### config.mk
export PLATFORM = sky130hd
export DESIGN_NAME = second_order_iir_section_top_flat
export DESIGN_NICKNAME = d
export VERILOG_FILES = /design/src/hw/rtl/so_iir_pkg.sv /design/src/hw/rtl/so_iir_ifs.sv /design/src/hw/rtl/so_iir_mac.sv /design/src/hw/rtl/second_order_iir_section_top.sv /design/src/flat_wrapper.sv
export SDC_FILE = /design/constraint.sdc
export NUM_CORES = 1
export LEC_CHECK = 0
export ABC_CLOCK_PERIOD_IN_PS = 19300
export BUFFER_PORTS_ARGS = -buffer_cell sky130_fd_sc_hd__buf_2
export CORE_ASPECT_RATIO = 0.9
export CORE_MARGIN = 10
export CORE_UTILIZATION = 60
export CTS_CLUSTER_DIAMETER = 120
export DETAILED_ROUTE_END_ITERATION = 10
export GPL_TIMING_DRIVEN = 0
export PLACE_DENSITY = 0.77
export SLEW_MARGIN = 20
export SYNTH_ARGS = -nofsm -noshare
export SYNTH_HDL_FRONTEND = slang
export SYNTH_SLANG_ARGS = --single-unit
### constraint.sdc
create_clock -name clk -period 19.3 [get_ports clk]
set_input_delay 1.93 -clock clk [delete_from_list [all_inputs] [get_ports clk]]
set_output_delay 1.93 -clock clk [all_outputs]
set_load 0.02 [all_outputs]
### src/hw/rtl/so_iir_pkg.sv
package so_iir_pkg;

	// field and register widths
	localparam int SAMPLE_W  = 16;
	localparam int COEF_W    = 18;
	localparam int STATE_W   = 24;
	localparam int GAIN_W    = 24;
	localparam int GAIN_FRAC = 16;
	localparam int COEF_FRAC = COEF_W - 4;
	localparam int CFG_W     = (COEF_W > GAIN_W) ? COEF_W : GAIN_W;
	localparam int REG_IDX_W = 3;

	// digit-serial multiplier: one 4-bit digit of the multiplier word per cycle
	localparam int DIGIT_W     = 4;
	localparam int COEF_DIGITS = (COEF_W + DIGIT_W - 1) / DIGIT_W;
	// one spare digit so that the top digit of the unsigned gain reads as positive
	localparam int GAIN_DIGITS = (GAIN_W + DIGIT_W) / DIGIT_W;
	localparam int MAX_DIGITS  = (GAIN_DIGITS > COEF_DIGITS) ? GAIN_DIGITS : COEF_DIGITS;
	localparam int MUL_W       = MAX_DIGITS * DIGIT_W;
	localparam int DIG_CW      = $clog2(MAX_DIGITS);

	// accumulator sizing
	localparam int ACCY_W = STATE_W + COEF_W + 2;
	localparam int YR_W   = ACCY_W - COEF_FRAC;
	localparam int DATA_W = (YR_W > STATE_W) ? YR_W : STATE_W;
	localparam int PP_W   = DATA_W + DIGIT_W + 1;
	localparam int ACCX_W = SAMPLE_W + COEF_FRAC + 2;
	localparam int ACCG_W = YR_W + GAIN_W + 2;
	localparam int ACC_A  = (ACCX_W > ACCY_W) ? ACCX_W : ACCY_W;
	localparam int ACC_W  = (ACC_A > ACCG_W) ? ACC_A : ACCG_W;

	typedef logic signed [SAMPLE_W-1:0] sample_t;
	typedef logic signed [COEF_W-1:0]   coef_t;
	typedef logic        [GAIN_W-1:0]   gain_t;
	typedef logic signed [STATE_W-1:0]  dly_t;
	typedef logic signed [YR_W-1:0]     yr_t;
	typedef logic signed [DATA_W-1:0]   data_t;
	typedef logic signed [PP_W-1:0]     pp_t;
	typedef logic signed [ACC_W-1:0]    acc_t;
	typedef logic        [MUL_W-1:0]    mul_t;
	typedef logic        [DIG_CW-1:0]   dig_t;
	typedef logic        [CFG_W-1:0]    cfg_data_t;

	typedef enum logic [REG_IDX_W-1:0] {
		REG_NUM_COEF_0  = 3'd0,
		REG_NUM_COEF_1  = 3'd1,
		REG_NUM_COEF_2  = 3'd2,
		REG_DEN_COEF_1  = 3'd3,
		REG_DEN_COEF_2  = 3'd4,
		REG_OUTPUT_GAIN = 3'd5
	} reg_idx_t;

	// products in the order the sequencer runs them
	typedef enum logic [2:0] {
		OP_A1   = 3'd0,
		OP_A2   = 3'd1,
		OP_B0   = 3'd2,
		OP_B1   = 3'd3,
		OP_B2   = 3'd4,
		OP_GAIN = 3'd5
	} op_t;

	typedef enum logic [2:0] {
		ST_IDLE,
		ST_MAC,
		ST_RND_W,
		ST_RND_Y,
		ST_FINAL
	} state_t;

	// controls from the sequencer to the multiply-accumulate unit
	typedef struct packed {
		logic acc_set;
		logic mul_load;
		logic step;
		logic sub;
		logic top;
		dig_t digit_idx;
	} mac_ctl_t;

endpackage

### src/hw/rtl/so_iir_ifs.sv
interface so_iir_sample_if;
	logic                  valid;
	logic                  ready;
	so_iir_pkg::sample_t   sample_in;

	modport source (output valid, output sample_in, input ready);
	modport sink (input valid, input sample_in, output ready);
endinterface

interface so_iir_result_if;
	logic                  valid;
	logic                  ready;
	so_iir_pkg::sample_t   sample_out;
	logic                  saturated;

	modport source (output valid, output sample_out, output saturated, input ready);
	modport sink (input valid, input sample_out, input saturated, output ready);
endinterface

### src/hw/rtl/so_iir_mac.sv
module so_iir_mac (
	input  logic                 clk,
	input  so_iir_pkg::mac_ctl_t ctl,
	input  so_iir_pkg::acc_t     acc_init,
	input  so_iir_pkg::mul_t     mul_word,
	input  so_iir_pkg::data_t    data,
	output so_iir_pkg::acc_t     acc
);

	so_iir_pkg::acc_t acc_q;
	so_iir_pkg::mul_t mul_q;
	logic signed [so_iir_pkg::DIGIT_W:0] digit;
	so_iir_pkg::pp_t  pp;
	so_iir_pkg::acc_t pp_ext;
	so_iir_pkg::acc_t pp_sh;
	so_iir_pkg::acc_t acc_sum;

	// low digit of the multiplier word, signed only for the top digit
	assign digit = {ctl.top & mul_q[so_iir_pkg::DIGIT_W-1], mul_q[so_iir_pkg::DIGIT_W-1:0]};

	always_comb begin
		pp      = data * digit;
		pp_ext  = so_iir_pkg::acc_t'(pp);
		pp_sh   = pp_ext << (ctl.digit_idx * so_iir_pkg::DIGIT_W);
		acc_sum = ctl.sub ? (acc_q - pp_sh) : (acc_q + pp_sh);
	end

	always_ff @(posedge clk) begin
		if (ctl.acc_set) begin
			acc_q <= acc_init;
		end else if (ctl.step) begin
			acc_q <= acc_sum;
		end
		if (ctl.mul_load) begin
			mul_q <= mul_word;
		end else if (ctl.step) begin
			mul_q <= mul_q >> so_iir_pkg::DIGIT_W;
		end
	end

	assign acc = acc_q;

endmodule

### src/hw/rtl/second_order_iir_section_top.sv
// second-order iir section, direct form ii, fixed point
// sample_ch: one request per signed sample; ready is high only while the section
//   is free, so one sample is in work at a time
// result_ch: one request per sample with the saturated, gain-scaled output and a
//   flag that is set when the state or the output clipped
// cfg_we/cfg_idx/cfg_data: register write port, one write per cycle, no read-back;
//   write only while no sample is in work
// timing: a sample takes 36 cycles from accept to accept, set by the shared
//   digit-serial multiply-accumulate that retires one 4-bit digit of a
//   coefficient per cycle: 5 digits for each of the five coefficients, 7 for
//   the gain, plus one rounding cycle after the feedback sum, one after the
//   feed-forward sum, one to load the result and one idle cycle that accepts
//   the next sample
// latency: the result is valid 35 cycles after its sample was accepted
// stall: a finished result waits in the output register while the next sample
//   is already taken and computed; only the final load waits for that register
// reset: delays clear to zero, coefficients return to b2 = 1.0, others 0,
//   gain 1.0, no result pending
module second_order_iir_section_top (
	input  logic                     clk,
	input  logic                     arst_n,
	input  logic                     cfg_we,
	input  so_iir_pkg::reg_idx_t     cfg_idx,
	input  so_iir_pkg::cfg_data_t    cfg_data,
	so_iir_sample_if.sink            sample_ch,
	so_iir_result_if.source          result_ch
);

	// saturation bounds in accumulator width
	localparam so_iir_pkg::acc_t W_MAX =
		{{(so_iir_pkg::ACC_W - so_iir_pkg::STATE_W + 1){1'b0}},
		 {(so_iir_pkg::STATE_W - 1){1'b1}}};
	localparam so_iir_pkg::acc_t W_MIN =
		{{(so_iir_pkg::ACC_W - so_iir_pkg::STATE_W + 1){1'b1}},
		 {(so_iir_pkg::STATE_W - 1){1'b0}}};
	localparam so_iir_pkg::acc_t S_MAX =
		{{(so_iir_pkg::ACC_W - so_iir_pkg::SAMPLE_W + 1){1'b0}},
		 {(so_iir_pkg::SAMPLE_W - 1){1'b1}}};
	localparam so_iir_pkg::acc_t S_MIN =
		{{(so_iir_pkg::ACC_W - so_iir_pkg::SAMPLE_W + 1){1'b1}},
		 {(so_iir_pkg::SAMPLE_W - 1){1'b0}}};
	// rounding offsets (add half, then floor)
	localparam so_iir_pkg::acc_t HALF_F = so_iir_pkg::acc_t'(1) << (so_iir_pkg::COEF_FRAC - 1);
	localparam so_iir_pkg::acc_t HALF_G = so_iir_pkg::acc_t'(1) << (so_iir_pkg::GAIN_FRAC - 1);
	localparam so_iir_pkg::dig_t LAST_COEF_DIG = so_iir_pkg::dig_t'(so_iir_pkg::COEF_DIGITS - 1);
	localparam so_iir_pkg::dig_t LAST_GAIN_DIG = so_iir_pkg::dig_t'(so_iir_pkg::GAIN_DIGITS - 1);

	// configuration registers
	so_iir_pkg::coef_t b0_q, b1_q, b2_q, a1_q, a2_q;
	so_iir_pkg::gain_t gain_q;

	// sequencer
	so_iir_pkg::state_t state_q, state_nxt;
	so_iir_pkg::op_t    op_q, op_nxt;
	so_iir_pkg::dig_t   dig_q;
	so_iir_pkg::dig_t   last_dig;
	logic               digit_done;
	logic               in_accept;
	logic               final_go;
	logic               ready;

	// filter state and intermediate values
	so_iir_pkg::dly_t   d1_q, d2_q;
	so_iir_pkg::dly_t   w_q;
	so_iir_pkg::yr_t    yr_q;
	logic               clip_q;

	// output register
	logic               out_valid_q;
	so_iir_pkg::sample_t out_sample_q;
	logic               out_sat_q;

	// datapath
	so_iir_pkg::mac_ctl_t ctl;
	so_iir_pkg::acc_t   acc;
	so_iir_pkg::acc_t   acc_init;
	so_iir_pkg::mul_t   mul_word;
	so_iir_pkg::data_t  mac_data;
	so_iir_pkg::acc_t   rnd_f;
	so_iir_pkg::acc_t   rnd_g;
	so_iir_pkg::dly_t   w_sat;
	logic               w_clip;
	so_iir_pkg::sample_t y_sat;
	logic               y_clip;

	// ---------------------------------------------------------------- config
	always_ff @(posedge clk or negedge arst_n) begin
		if (!arst_n) begin
			b0_q   <= '0;
			b1_q   <= '0;
			b2_q   <= so_iir_pkg::coef_t'(1) << so_iir_pkg::COEF_FRAC;
			a1_q   <= '0;
			a2_q   <= '0;
			gain_q <= so_iir_pkg::gain_t'(1) << so_iir_pkg::GAIN_FRAC;
		end else if (cfg_we) begin
			case (cfg_idx)
				so_iir_pkg::REG_NUM_COEF_0:  b0_q   <= cfg_data[so_iir_pkg::COEF_W-1:0];
				so_iir_pkg::REG_NUM_COEF_1:  b1_q   <= cfg_data[so_iir_pkg::COEF_W-1:0];
				so_iir_pkg::REG_NUM_COEF_2:  b2_q   <= cfg_data[so_iir_pkg::COEF_W-1:0];
				so_iir_pkg::REG_DEN_COEF_1:  a1_q   <= cfg_data[so_iir_pkg::COEF_W-1:0];
				so_iir_pkg::REG_DEN_COEF_2:  a2_q   <= cfg_data[so_iir_pkg::COEF_W-1:0];
				so_iir_pkg::REG_OUTPUT_GAIN: gain_q <= cfg_data[so_iir_pkg::GAIN_W-1:0];
				default: begin
					// index beyond the register list: write dropped
				end
			endcase
		end
	end

	// ---------------------------------------------------------------- sequencer
	assign last_dig   = (op_q == so_iir_pkg::OP_GAIN) ? LAST_GAIN_DIG : LAST_COEF_DIG;
	assign digit_done = (dig_q == last_dig);
	assign in_accept  = sample_ch.valid && ready;
	assign final_go   = (state_q == so_iir_pkg::ST_FINAL) && (!out_valid_q || result_ch.ready);

	// next state
	always_comb begin
		state_nxt = state_q;
		case (state_q)
			so_iir_pkg::ST_IDLE: begin
				if (sample_ch.valid) state_nxt = so_iir_pkg::ST_MAC;
			end
			so_iir_pkg::ST_MAC: begin
				if (digit_done) begin
					case (op_q)
						so_iir_pkg::OP_A2:   state_nxt = so_iir_pkg::ST_RND_W;
						so_iir_pkg::OP_B2:   state_nxt = so_iir_pkg::ST_RND_Y;
						so_iir_pkg::OP_GAIN: state_nxt = so_iir_pkg::ST_FINAL;
						default:             state_nxt = so_iir_pkg::ST_MAC;
					endcase
				end
			end
			so_iir_pkg::ST_RND_W: state_nxt = so_iir_pkg::ST_MAC;
			so_iir_pkg::ST_RND_Y: state_nxt = so_iir_pkg::ST_MAC;
			so_iir_pkg::ST_FINAL: begin
				if (!out_valid_q || result_ch.ready) state_nxt = so_iir_pkg::ST_IDLE;
			end
			default: state_nxt = so_iir_pkg::ST_IDLE;
		endcase
	end

	// product that follows the current one
	always_comb begin
		case (op_q)
			so_iir_pkg::OP_A1: op_nxt = so_iir_pkg::OP_A2;
			so_iir_pkg::OP_A2: op_nxt = so_iir_pkg::OP_B0;
			so_iir_pkg::OP_B0: op_nxt = so_iir_pkg::OP_B1;
			so_iir_pkg::OP_B1: op_nxt = so_iir_pkg::OP_B2;
			so_iir_pkg::OP_B2: op_nxt = so_iir_pkg::OP_GAIN;
			default:           op_nxt = so_iir_pkg::OP_A1;
		endcase
		if (state_q == so_iir_pkg::ST_IDLE) op_nxt = so_iir_pkg::OP_A1;
	end

	// sequencer outputs
	always_comb begin
		ready         = 1'b0;
		ctl           = '0;
		ctl.digit_idx = dig_q;
		ctl.top       = digit_done;
		acc_init      = '0;
		case (state_q)
			so_iir_pkg::ST_IDLE: begin
				ready = 1'b1;
				// the sample enters the feedback sum scaled to the coefficient lsb
				ctl.acc_set  = sample_ch.valid;
				ctl.mul_load = sample_ch.valid;
				acc_init     = so_iir_pkg::acc_t'(sample_ch.sample_in) <<< so_iir_pkg::COEF_FRAC;
			end
			so_iir_pkg::ST_MAC: begin
				ctl.step     = 1'b1;
				ctl.sub      = (op_q == so_iir_pkg::OP_A1) || (op_q == so_iir_pkg::OP_A2);
				ctl.mul_load = digit_done &&
					((op_q == so_iir_pkg::OP_A1) || (op_q == so_iir_pkg::OP_B0) ||
					 (op_q == so_iir_pkg::OP_B1));
			end
			so_iir_pkg::ST_RND_W, so_iir_pkg::ST_RND_Y: begin
				ctl.acc_set  = 1'b1;
				ctl.mul_load = 1'b1;
			end
			default: begin
			end
		endcase
	end

	always_ff @(posedge clk or negedge arst_n) begin
		if (!arst_n) begin
			state_q <= so_iir_pkg::ST_IDLE;
			op_q    <= so_iir_pkg::OP_A1;
			dig_q   <= '0;
		end else begin
			state_q <= state_nxt;
			if (ctl.mul_load) op_q <= op_nxt;
			if ((state_q == so_iir_pkg::ST_MAC) && !digit_done) begin
				dig_q <= dig_q + 1'b1;
			end else begin
				dig_q <= '0;
			end
		end
	end

	// ---------------------------------------------------------------- operands
	// multiplier word of the product about to start, sign or zero extended
	always_comb begin
		case (op_nxt)
			so_iir_pkg::OP_A1:   mul_word = so_iir_pkg::mul_t'(a1_q);
			so_iir_pkg::OP_A2:   mul_word = so_iir_pkg::mul_t'(a2_q);
			so_iir_pkg::OP_B0:   mul_word = so_iir_pkg::mul_t'(b0_q);
			so_iir_pkg::OP_B1:   mul_word = so_iir_pkg::mul_t'(b1_q);
			so_iir_pkg::OP_B2:   mul_word = so_iir_pkg::mul_t'(b2_q);
			so_iir_pkg::OP_GAIN: mul_word = {{(so_iir_pkg::MUL_W - so_iir_pkg::GAIN_W){1'b0}}, gain_q};
			default:             mul_word = '0;
		endcase
	end

	// data operand of the running product; delays hold their old values until the end
	always_comb begin
		case (op_q)
			so_iir_pkg::OP_A1:   mac_data = so_iir_pkg::data_t'(d1_q);
			so_iir_pkg::OP_A2:   mac_data = so_iir_pkg::data_t'(d2_q);
			so_iir_pkg::OP_B0:   mac_data = so_iir_pkg::data_t'(w_q);
			so_iir_pkg::OP_B1:   mac_data = so_iir_pkg::data_t'(d1_q);
			so_iir_pkg::OP_B2:   mac_data = so_iir_pkg::data_t'(d2_q);
			so_iir_pkg::OP_GAIN: mac_data = so_iir_pkg::data_t'(yr_q);
			default:             mac_data = '0;
		endcase
	end

	so_iir_mac u_mac (
		.clk      (clk),
		.ctl      (ctl),
		.acc_init (acc_init),
		.mul_word (mul_word),
		.data     (mac_data),
		.acc      (acc)
	);

	// ---------------------------------------------------------------- rounding
	always_comb begin
		rnd_f = (acc + HALF_F) >>> so_iir_pkg::COEF_FRAC;
		rnd_g = (acc + HALF_G) >>> so_iir_pkg::GAIN_FRAC;

		w_clip = 1'b1;
		if (rnd_f > W_MAX) begin
			w_sat = W_MAX[so_iir_pkg::STATE_W-1:0];
		end else if (rnd_f < W_MIN) begin
			w_sat = W_MIN[so_iir_pkg::STATE_W-1:0];
		end else begin
			w_sat  = rnd_f[so_iir_pkg::STATE_W-1:0];
			w_clip = 1'b0;
		end

		y_clip = 1'b1;
		if (rnd_g > S_MAX) begin
			y_sat = S_MAX[so_iir_pkg::SAMPLE_W-1:0];
		end else if (rnd_g < S_MIN) begin
			y_sat = S_MIN[so_iir_pkg::SAMPLE_W-1:0];
		end else begin
			y_sat  = rnd_g[so_iir_pkg::SAMPLE_W-1:0];
			y_clip = 1'b0;
		end
	end

	// intermediate values, no reset needed
	always_ff @(posedge clk) begin
		if (state_q == so_iir_pkg::ST_RND_W) w_q  <= w_sat;
		if (state_q == so_iir_pkg::ST_RND_Y) yr_q <= rnd_f[so_iir_pkg::YR_W-1:0];
	end

	// ---------------------------------------------------------------- state and output
	always_ff @(posedge clk or negedge arst_n) begin
		if (!arst_n) begin
			d1_q        <= '0;
			d2_q        <= '0;
			clip_q      <= 1'b0;
			out_valid_q <= 1'b0;
		end else begin
			if (in_accept) begin
				clip_q <= 1'b0;
			end else if ((state_q == so_iir_pkg::ST_RND_W) && w_clip) begin
				clip_q <= 1'b1;
			end
			if (final_go) begin
				// delays shift only once the whole sample is done
				d2_q        <= d1_q;
				d1_q        <= w_q;
				out_valid_q <= 1'b1;
			end else if (result_ch.ready) begin
				out_valid_q <= 1'b0;
			end
		end
	end

	always_ff @(posedge clk) begin
		if (final_go) begin
			out_sample_q <= y_sat;
			out_sat_q    <= clip_q | y_clip;
		end
	end

	assign sample_ch.ready      = ready;
	assign result_ch.valid      = out_valid_q;
	assign result_ch.sample_out = out_sample_q;
	assign result_ch.saturated  = out_sat_q;

endmodule

### src/flat_wrapper.sv
// flat-port wrapper written by rule: the top's interface ports become plain ports
module second_order_iir_section_top_flat 
  (clk, arst_n, cfg_we, cfg_idx, cfg_data, sample_ch_valid, sample_ch_sample_in, sample_ch_ready, result_ch_valid, result_ch_sample_out, result_ch_saturated, result_ch_ready);
  so_iir_sample_if sample_ch_i ();
  so_iir_result_if result_ch_i ();
  input  logic clk;
  input  logic arst_n;
  input  logic cfg_we;
  input  so_iir_pkg::reg_idx_t cfg_idx;
  input  so_iir_pkg::cfg_data_t cfg_data;
  input wire logic [$bits(sample_ch_i.valid)-1:0] sample_ch_valid;
  input wire logic [$bits(sample_ch_i.sample_in)-1:0] sample_ch_sample_in;
  output wire logic [$bits(sample_ch_i.ready)-1:0] sample_ch_ready;
  output wire logic [$bits(result_ch_i.valid)-1:0] result_ch_valid;
  output wire logic [$bits(result_ch_i.sample_out)-1:0] result_ch_sample_out;
  output wire logic [$bits(result_ch_i.saturated)-1:0] result_ch_saturated;
  input wire logic [$bits(result_ch_i.ready)-1:0] result_ch_ready;
  assign sample_ch_i.valid = sample_ch_valid;
  assign sample_ch_i.sample_in = sample_ch_sample_in;
  assign sample_ch_ready = sample_ch_i.ready;
  assign result_ch_valid = result_ch_i.valid;
  assign result_ch_sample_out = result_ch_i.sample_out;
  assign result_ch_saturated = result_ch_i.saturated;
  assign result_ch_i.ready = result_ch_ready;
  second_order_iir_section_top u_core (.clk(clk), .arst_n(arst_n), .cfg_we(cfg_we), .cfg_idx(cfg_idx), .cfg_data(cfg_data), .sample_ch(sample_ch_i), .result_ch(result_ch_i));
endmodule
==> flow_summary.ini, run 1 <==
[place]
placed_area_um2 = 29900
io_buffers = 65
gp_congestion = 1.08
hpwl_um = 79700

[worst_setup_path]
worstPathMaxFanout = 10
critPathKind = register to register
endpoint_kind = register
cp.required_ns = 19.58
critPathMaxStageDelay_ns = 0.98
r2r-start = u_core.dig_q[1]$_DFF_PN0_
rr_worst_depth = 40
crit_path_start_kind = register
critPathArrivalTime_ns = 14.93
rr_endpoint = u_core.u_mac.acc[55]$_DFFE_PP_
cpMaxStageDelayCell = o311ai_0
r2r_setup_slack_ns = 4.65

[route]
drc = 0
drt_pass1_iterations = 9
ant_nets = 0
via_per_inst = 6.77
finalWirelength_um = 104000
drtIter0Drc = 4088
vias = 27700
wl_per_cell_um = 25.3

[global_routing]
grt_usage_pct = 35.2
gr-total-overflow = 0
grt_max_degree = 101
antenna_found_initial = 3
grt_pass1_wl_um = 157000
first_global_vias = 26700

[synthesis]
synth_cells = 3328
syn_area_per_cell_um2 = 8.60
ys_async_sr_fraction_pct = 53.2
yosysUniqueCellTypes = 108
synth_adder_area_share_pct = 11.9
yosys.area_share.simple_pct = 20.3
ys_seq_area_share_pct = 31.1
ys_ff_latch = 325
synth_mux_area_share_pct = 7.16
synth_edf_count = 152
synth_area_um2 = 28600
synth_compound_area_share_pct = 18.4
synth_top_family_by_area = simple AND/OR/NAND/NOR gates
ys.flop_type = dfrtp_1
synth_xor_area_share_pct = 5.88
yosys_warnings = 0
syn_nets = 3593

[clocking]
postCtsSetupBuffers = 0
root_buffer = clkbuf_16
htreeDepth = 2
clk_latency_ns = 0.58
numCtsBuffers = 38
clock_path_buffers = 3
cts.sinks = 325
clkTransAtPathRegs_ns = 0.07
holdBufCountCts = 0
cts_tree = built
cts-resized-gates = 0

[sta]
max_freq_mhz = 68.3
tightestPinTransition_ns = 1.18
period_share_pct = 75.9
slew_violations = 0
setup_viol = 0
fin_skew_ns = 0.0343
period_needed_ns = 14.65
fin_setup_tns_ns = 0
rsz0062_at_grt = false
relSlewSlack_pct = 21.7
hold_violations = 0

[status]
status = finished clean

[layout]
final_area_um2 = 31200
fin_nets = 3710
layout_common_cells = nand2_1 (411), nor2_1 (274), a21oi_1 (210)
area_delta_synth_final_pct = 9.08
fillers = 3769
drive_above_1_share_pct = 9.55
diodes = 0
final_common_cell = nand2_1

[floorplanning]
die_h_um = 227
start_util_pct = 61.0
fp-row-count = 75
ios = 67
coreArea_um2 = 46900
die_area_um2 = 56900
die_x_um = 250

[hold_path]
hold_depth = 2
worst_hold_path_type = register to register
whs_endpoint = u_core.d1_q[16]$_DFFE_PN0P_
hp-start = u_core.w_q[16]$_SDFFCE_PP1P_

[run]
cap_violations = 0
## synth_stat cells, types with 19 or more instances
library cell  instances  share of area, %
o22ai_1              26              0.57
o211ai_1             22              0.58
a21o_1               65               1.7
xnor2_1             103               3.2
inv_1               201               2.6
o21ai_0             171               3.0
and3_1               30              0.66
fa_1                 93               6.5
buf_1                28              0.37
o21a_1               25              0.66
dfrtp_1             171                15
a222oi_1             19              0.66
mux2_2              119               4.7
o31ai_1              24              0.63
and2_1              133               2.9
nand3_1              96               1.7
nor2_1              276               3.6
nand2b_1             22              0.48
mux2i_1              64               2.2
nand4_1              44              0.96
xor2_1               89               2.7
a31oi_1              45              0.98
nor2b_1              28              0.61
nor3_1               68               1.2
ha_1                124               5.4
edfxtp_1            152                16
clkbuf_1            151               2.0
nand2_1             411               5.4
a21oi_1             210               3.7
a211oi_1             19              0.50
## state kept, by name, summed over array words and instances, names as in the netlist, 24 cells and up
name                cells
u_core.d2_q            24
u_core.w_q             24
u_core.u_mac.acc       56
u_core.gain_q          24
u_core.yr_q            30
u_core.d1_q            24
u_core.u_mac.mul_q     25
## layout make-up
type / instances / area (um^2) / area share, %
Multi-Input combinational cell: 2605 / 18300 / 58.6
Sequential cell: 325 / 8900 / 28.5
Clock buffer: 57 / 1090 / 3.50
Tap cell: 616 / 771 / 2.47
Buffer: 195 / 766 / 2.45
Inverter: 203 / 762 / 2.44
Timing Repair Buffer: 77 / 478 / 1.53
Clock inverter: 13 / 170 / 0.545
## worst max-delay path, delay by kind of cell, from the launching register on
family,cells,cell delay (ns)
AOI/OAI and AO/OA,12,4.08
xor gates and xnor gates,2,0.83
adders and majority gates,5,2.35
buffers and inverters,8,2.58
DFF,1,0.41
and+or+nand+nor,13,4.09
## how the worst max path moves through the flow
stage                                    startpoint                        endpoint  slack, ns  cells past startpoint
final                     u_core.dig_q[1]$_DFF_PN0_  u_core.u_mac.acc[55]$_DFFE_PP_       4.65                     40
after floorplan           u_core.dig_q[1]$_DFF_PN0_  u_core.u_mac.acc[55]$_DFFE_PP_       8.51                     43
after CTS                 u_core.dig_q[1]$_DFF_PN0_  u_core.u_mac.acc[55]$_DFFE_PP_       4.98                     40
after detailed placement  u_core.dig_q[1]$_DFF_PN0_  u_core.u_mac.acc[55]$_DFFE_PP_       5.05                     40
after global placement    u_core.dig_q[1]$_DFF_PN0_  u_core.u_mac.acc[55]$_DFFE_PP_       5.15                     40
after global routing      u_core.dig_q[1]$_DFF_PN0_  u_core.u_mac.acc[55]$_DFFE_PP_       4.10                     40
## metal layers
| layer | vias up | global-route usage (%) | wire [um] |
|---|---|---|---|
| met5 | - | 0 | 0 |
| met2 | 1975 | 53.9 | 44700 |
| li1 | 12100 | - | - |
| met4 | 0 | 13.9 | 4380 |
| met3 | 317 | 8.76 | 13500 |
| met1 | 13300 | 47.3 | 41000 |
## cells by family after synthesis
group | after synthesis
fa+ha+maj | 217
simple gates | 1207
flops | 325
buf+inv | 398
compound gates | 803
mux | 186
xor+xnor | 192
## through the flow
| step | hold WS [ns] | utilization, % | setup WS (ns) | std cells |
|---|---|---|---|---|
| CTS | 0.472 | 66.5 | 4.98 | 4090 |
| detailed placement | 0.461 | 63.8 | 5.05 | 4020 |
| finish | 0.472 | 66.5 | 4.65 | 4091 |
| floorplan | 0.440 | - | 8.51 | 3328 |
| global route | 0.497 | 66.5 | 4.10 | 4091 |
| global placement | 0.459 | 63.3 | 5.15 | 4009 |
Power of run 1 is not shown: default switching activity piles up to over one toggle a cycle in this logic, so the estimate is an artifact.
==> inputs of run 2 (changes only) <==
- ABC_CLOCK_PERIOD_IN_PS: 19300 -> 12080
- CORE_UTILIZATION: 60 -> 59
- PLACE_DENSITY: 0.77 -> 0.79
- clock period: 19.3 -> 12.08 ns (I/O delays scaled with it)
==> run 2 against run 1 <==
Against the previous run:
- largest cell class unchanged
- cell area rose by 0.87%
- maximum frequency rose by 24%
- first-iteration DRC count fell by 17%
- hold slack got worse by 0.0033 ns
- sequential cell count did not move
- final cell count barely moved
- routed wire length fell by 1.9%
- register-to-register slack got worse by 4.4 ns
==> flow_summary.ini, run 2 (synthesis gave the netlist of run 1 again) <==
[floorplanning]
die_area_um2 = 57700
ios = 67
start_util_pct = 59.7
die_x_um = 252
fp-row-count = 76
die_h_um = 229
coreArea_um2 = 47900

[layout]
final_common_cell = nand2_1
largest_reg_flops = 56
layout_common_cells = nand2_1 (411), nor2_1 (273), a21oi_1 (209)
drive_above_1_share_pct = 12.0
area_delta_synth_final_pct = 10.0
utilization_pct = 65.7
fillers = 4022
fin_nets = 3706
final_area_um2 = 31500
diodes = 0

[sta]
max_freq_mhz = 84.8
fin_skew_ns = 0.0278
fin_setup_tns_ns = 0
rsz0062_at_grt = false
slew_violations = 0
whs_ns = 0.468
hold_violations = 0
tightestPinTransition_ns = 1.19
relSlewSlack_pct = 20.3
setup_viol = 0
period_needed_ns = 11.79
period_share_pct = 97.6

[clocking]
clock_path_buffers = 3
numCtsBuffers = 36
root_buffer = clkbuf_16
cts_tree = built
cts.sinks = 325
clkTransAtPathRegs_ns = 0.07
clk_latency_ns = 0.57
htreeDepth = 2

[worst_setup_path]
cpMostUsedCell = a21o_1
critPathArrivalTime_ns = 12.08
cp.required_ns = 12.36
cpMaxStageDelayCell = fa_1
critPathMaxStageDelay_ns = 0.55
crit_path_start_kind = register
critPathKind = register to register
worstPathMaxFanout = 10
endpoint_kind = register

[status]
status = finished clean

[route]
ant_nets = 0
vias = 27300
drtIter0Drc = 3391
drc = 0
via_per_inst = 6.68
wl_per_cell_um = 24.8
finalWirelength_um = 102000
drt_pass1_iterations = 8

[global_routing]
antenna_found_initial = 4
grt_max_degree = 110
first_global_vias = 26500
grt_usage_pct = 34.3
grt_pass1_wl_um = 155000
gr-total-overflow = 0

[place]
hpwl_um = 78700
placed_area_um2 = 29900
gp_congestion = 1.00
io_buffers = 65

[hold_path]
worst_hold_path_type = register to register

[run]
cap_violations = 0
## run 2: changes by cell type in the layout (fill, tap and decap cells not counted), moves of 6 or more
cell      before  now
clkinv_2       4   10
o22ai_2        1    9
buf_4          6   14
o22ai_1       26   17
clkbuf_8       7    1
o221ai_2       0    8
buf_1         28   15
clkbuf_2       1   19
clkbuf_1     162  129
o221ai_1      15    7
## run 2: cell type report
class,instances,area (um^2),share of cell area (%)
Buffer,187,802,2.55
Timing Repair Buffer,83,523,1.66
Sequential cell,325,8900,28.3
Multi-Input combinational cell,2605,18500,58.9
Tap cell,624,781,2.48
Clock inverter,23,210,0.668
Clock buffer,43,958,3.04
Inverter,203,768,2.44
## run 2: worst max-delay path: cells and delay by family (launching register included)
family                   cells  cell delay [ns]
AO/OA/AOI/OAI               13             3.25
flip-flops                   1             0.48
XOR/XNOR                     1             0.26
adder cells (fa/ha/maj)      5             2.26
buffers and inverters        8             1.65
AND/OR/NAND/NOR             14             3.58
## run 2: metrics by stage
stage	worst slack (ns)	std cells
final	0.288	4093
after global routing	0.00592	4093
after CTS	0.00425	4092
after detailed placement	-1.71	4029
after global placement	-1.64	4017
after floorplan	1.29	3328
## run 2: worst paths after layout
| path | cells after the start | slack [ns] | from | endpoint |
|---|---|---|---|---|
| min in group asynchronous | 1 | 0.61 | arst_n | u_core.d2_q[12]$_DFFE_PN0P_ |
| max in group asynchronous | 2 | 10.52 | arst_n | u_core.gain_q[2]$_DFFE_PN0P_ |
| worst min-delay path | 2 | 0.47 | u_core.w_q[3]$_SDFFCE_PP1P_ | u_core.d1_q[3]$_DFFE_PN0P_ |
| worst max register to register | 41 | 0.29 | u_core.dig_q[0]$_DFF_PN0_ | u_core.u_mac.acc[55]$_DFFE_PP_ |
| worst min register to register | 2 | 0.47 | u_core.w_q[3]$_SDFFCE_PP1P_ | u_core.d1_q[3]$_DFFE_PN0P_ |
| worst max-delay path | 41 | 0.29 | u_core.dig_q[0]$_DFF_PN0_ | u_core.u_mac.acc[55]$_DFFE_PP_ |
## run 2: layer usage
metal  routed length (um)  GRT usage (%)  vias to the layer above
met2                44300           52.5                     1637
met1                40900           45.9                    13400
met5                   24              0                        -
met4                 4060           12.0                        4
met3                12200           9.48                      290
li1                     -              -                    12100
## run 2: repair_timing
| item | 4_1_cts | 5_1_grt |
|---|---|---|
| setup endpoints to repair | 25 | 9 |
| gates resized for setup | 50 | 68 |
| buffers inserted | 0 | 6 |
| pin swaps | 0 | 6 |
| hold buffers | 0 | 0 |
Power of run 2 is left out for the same reason.
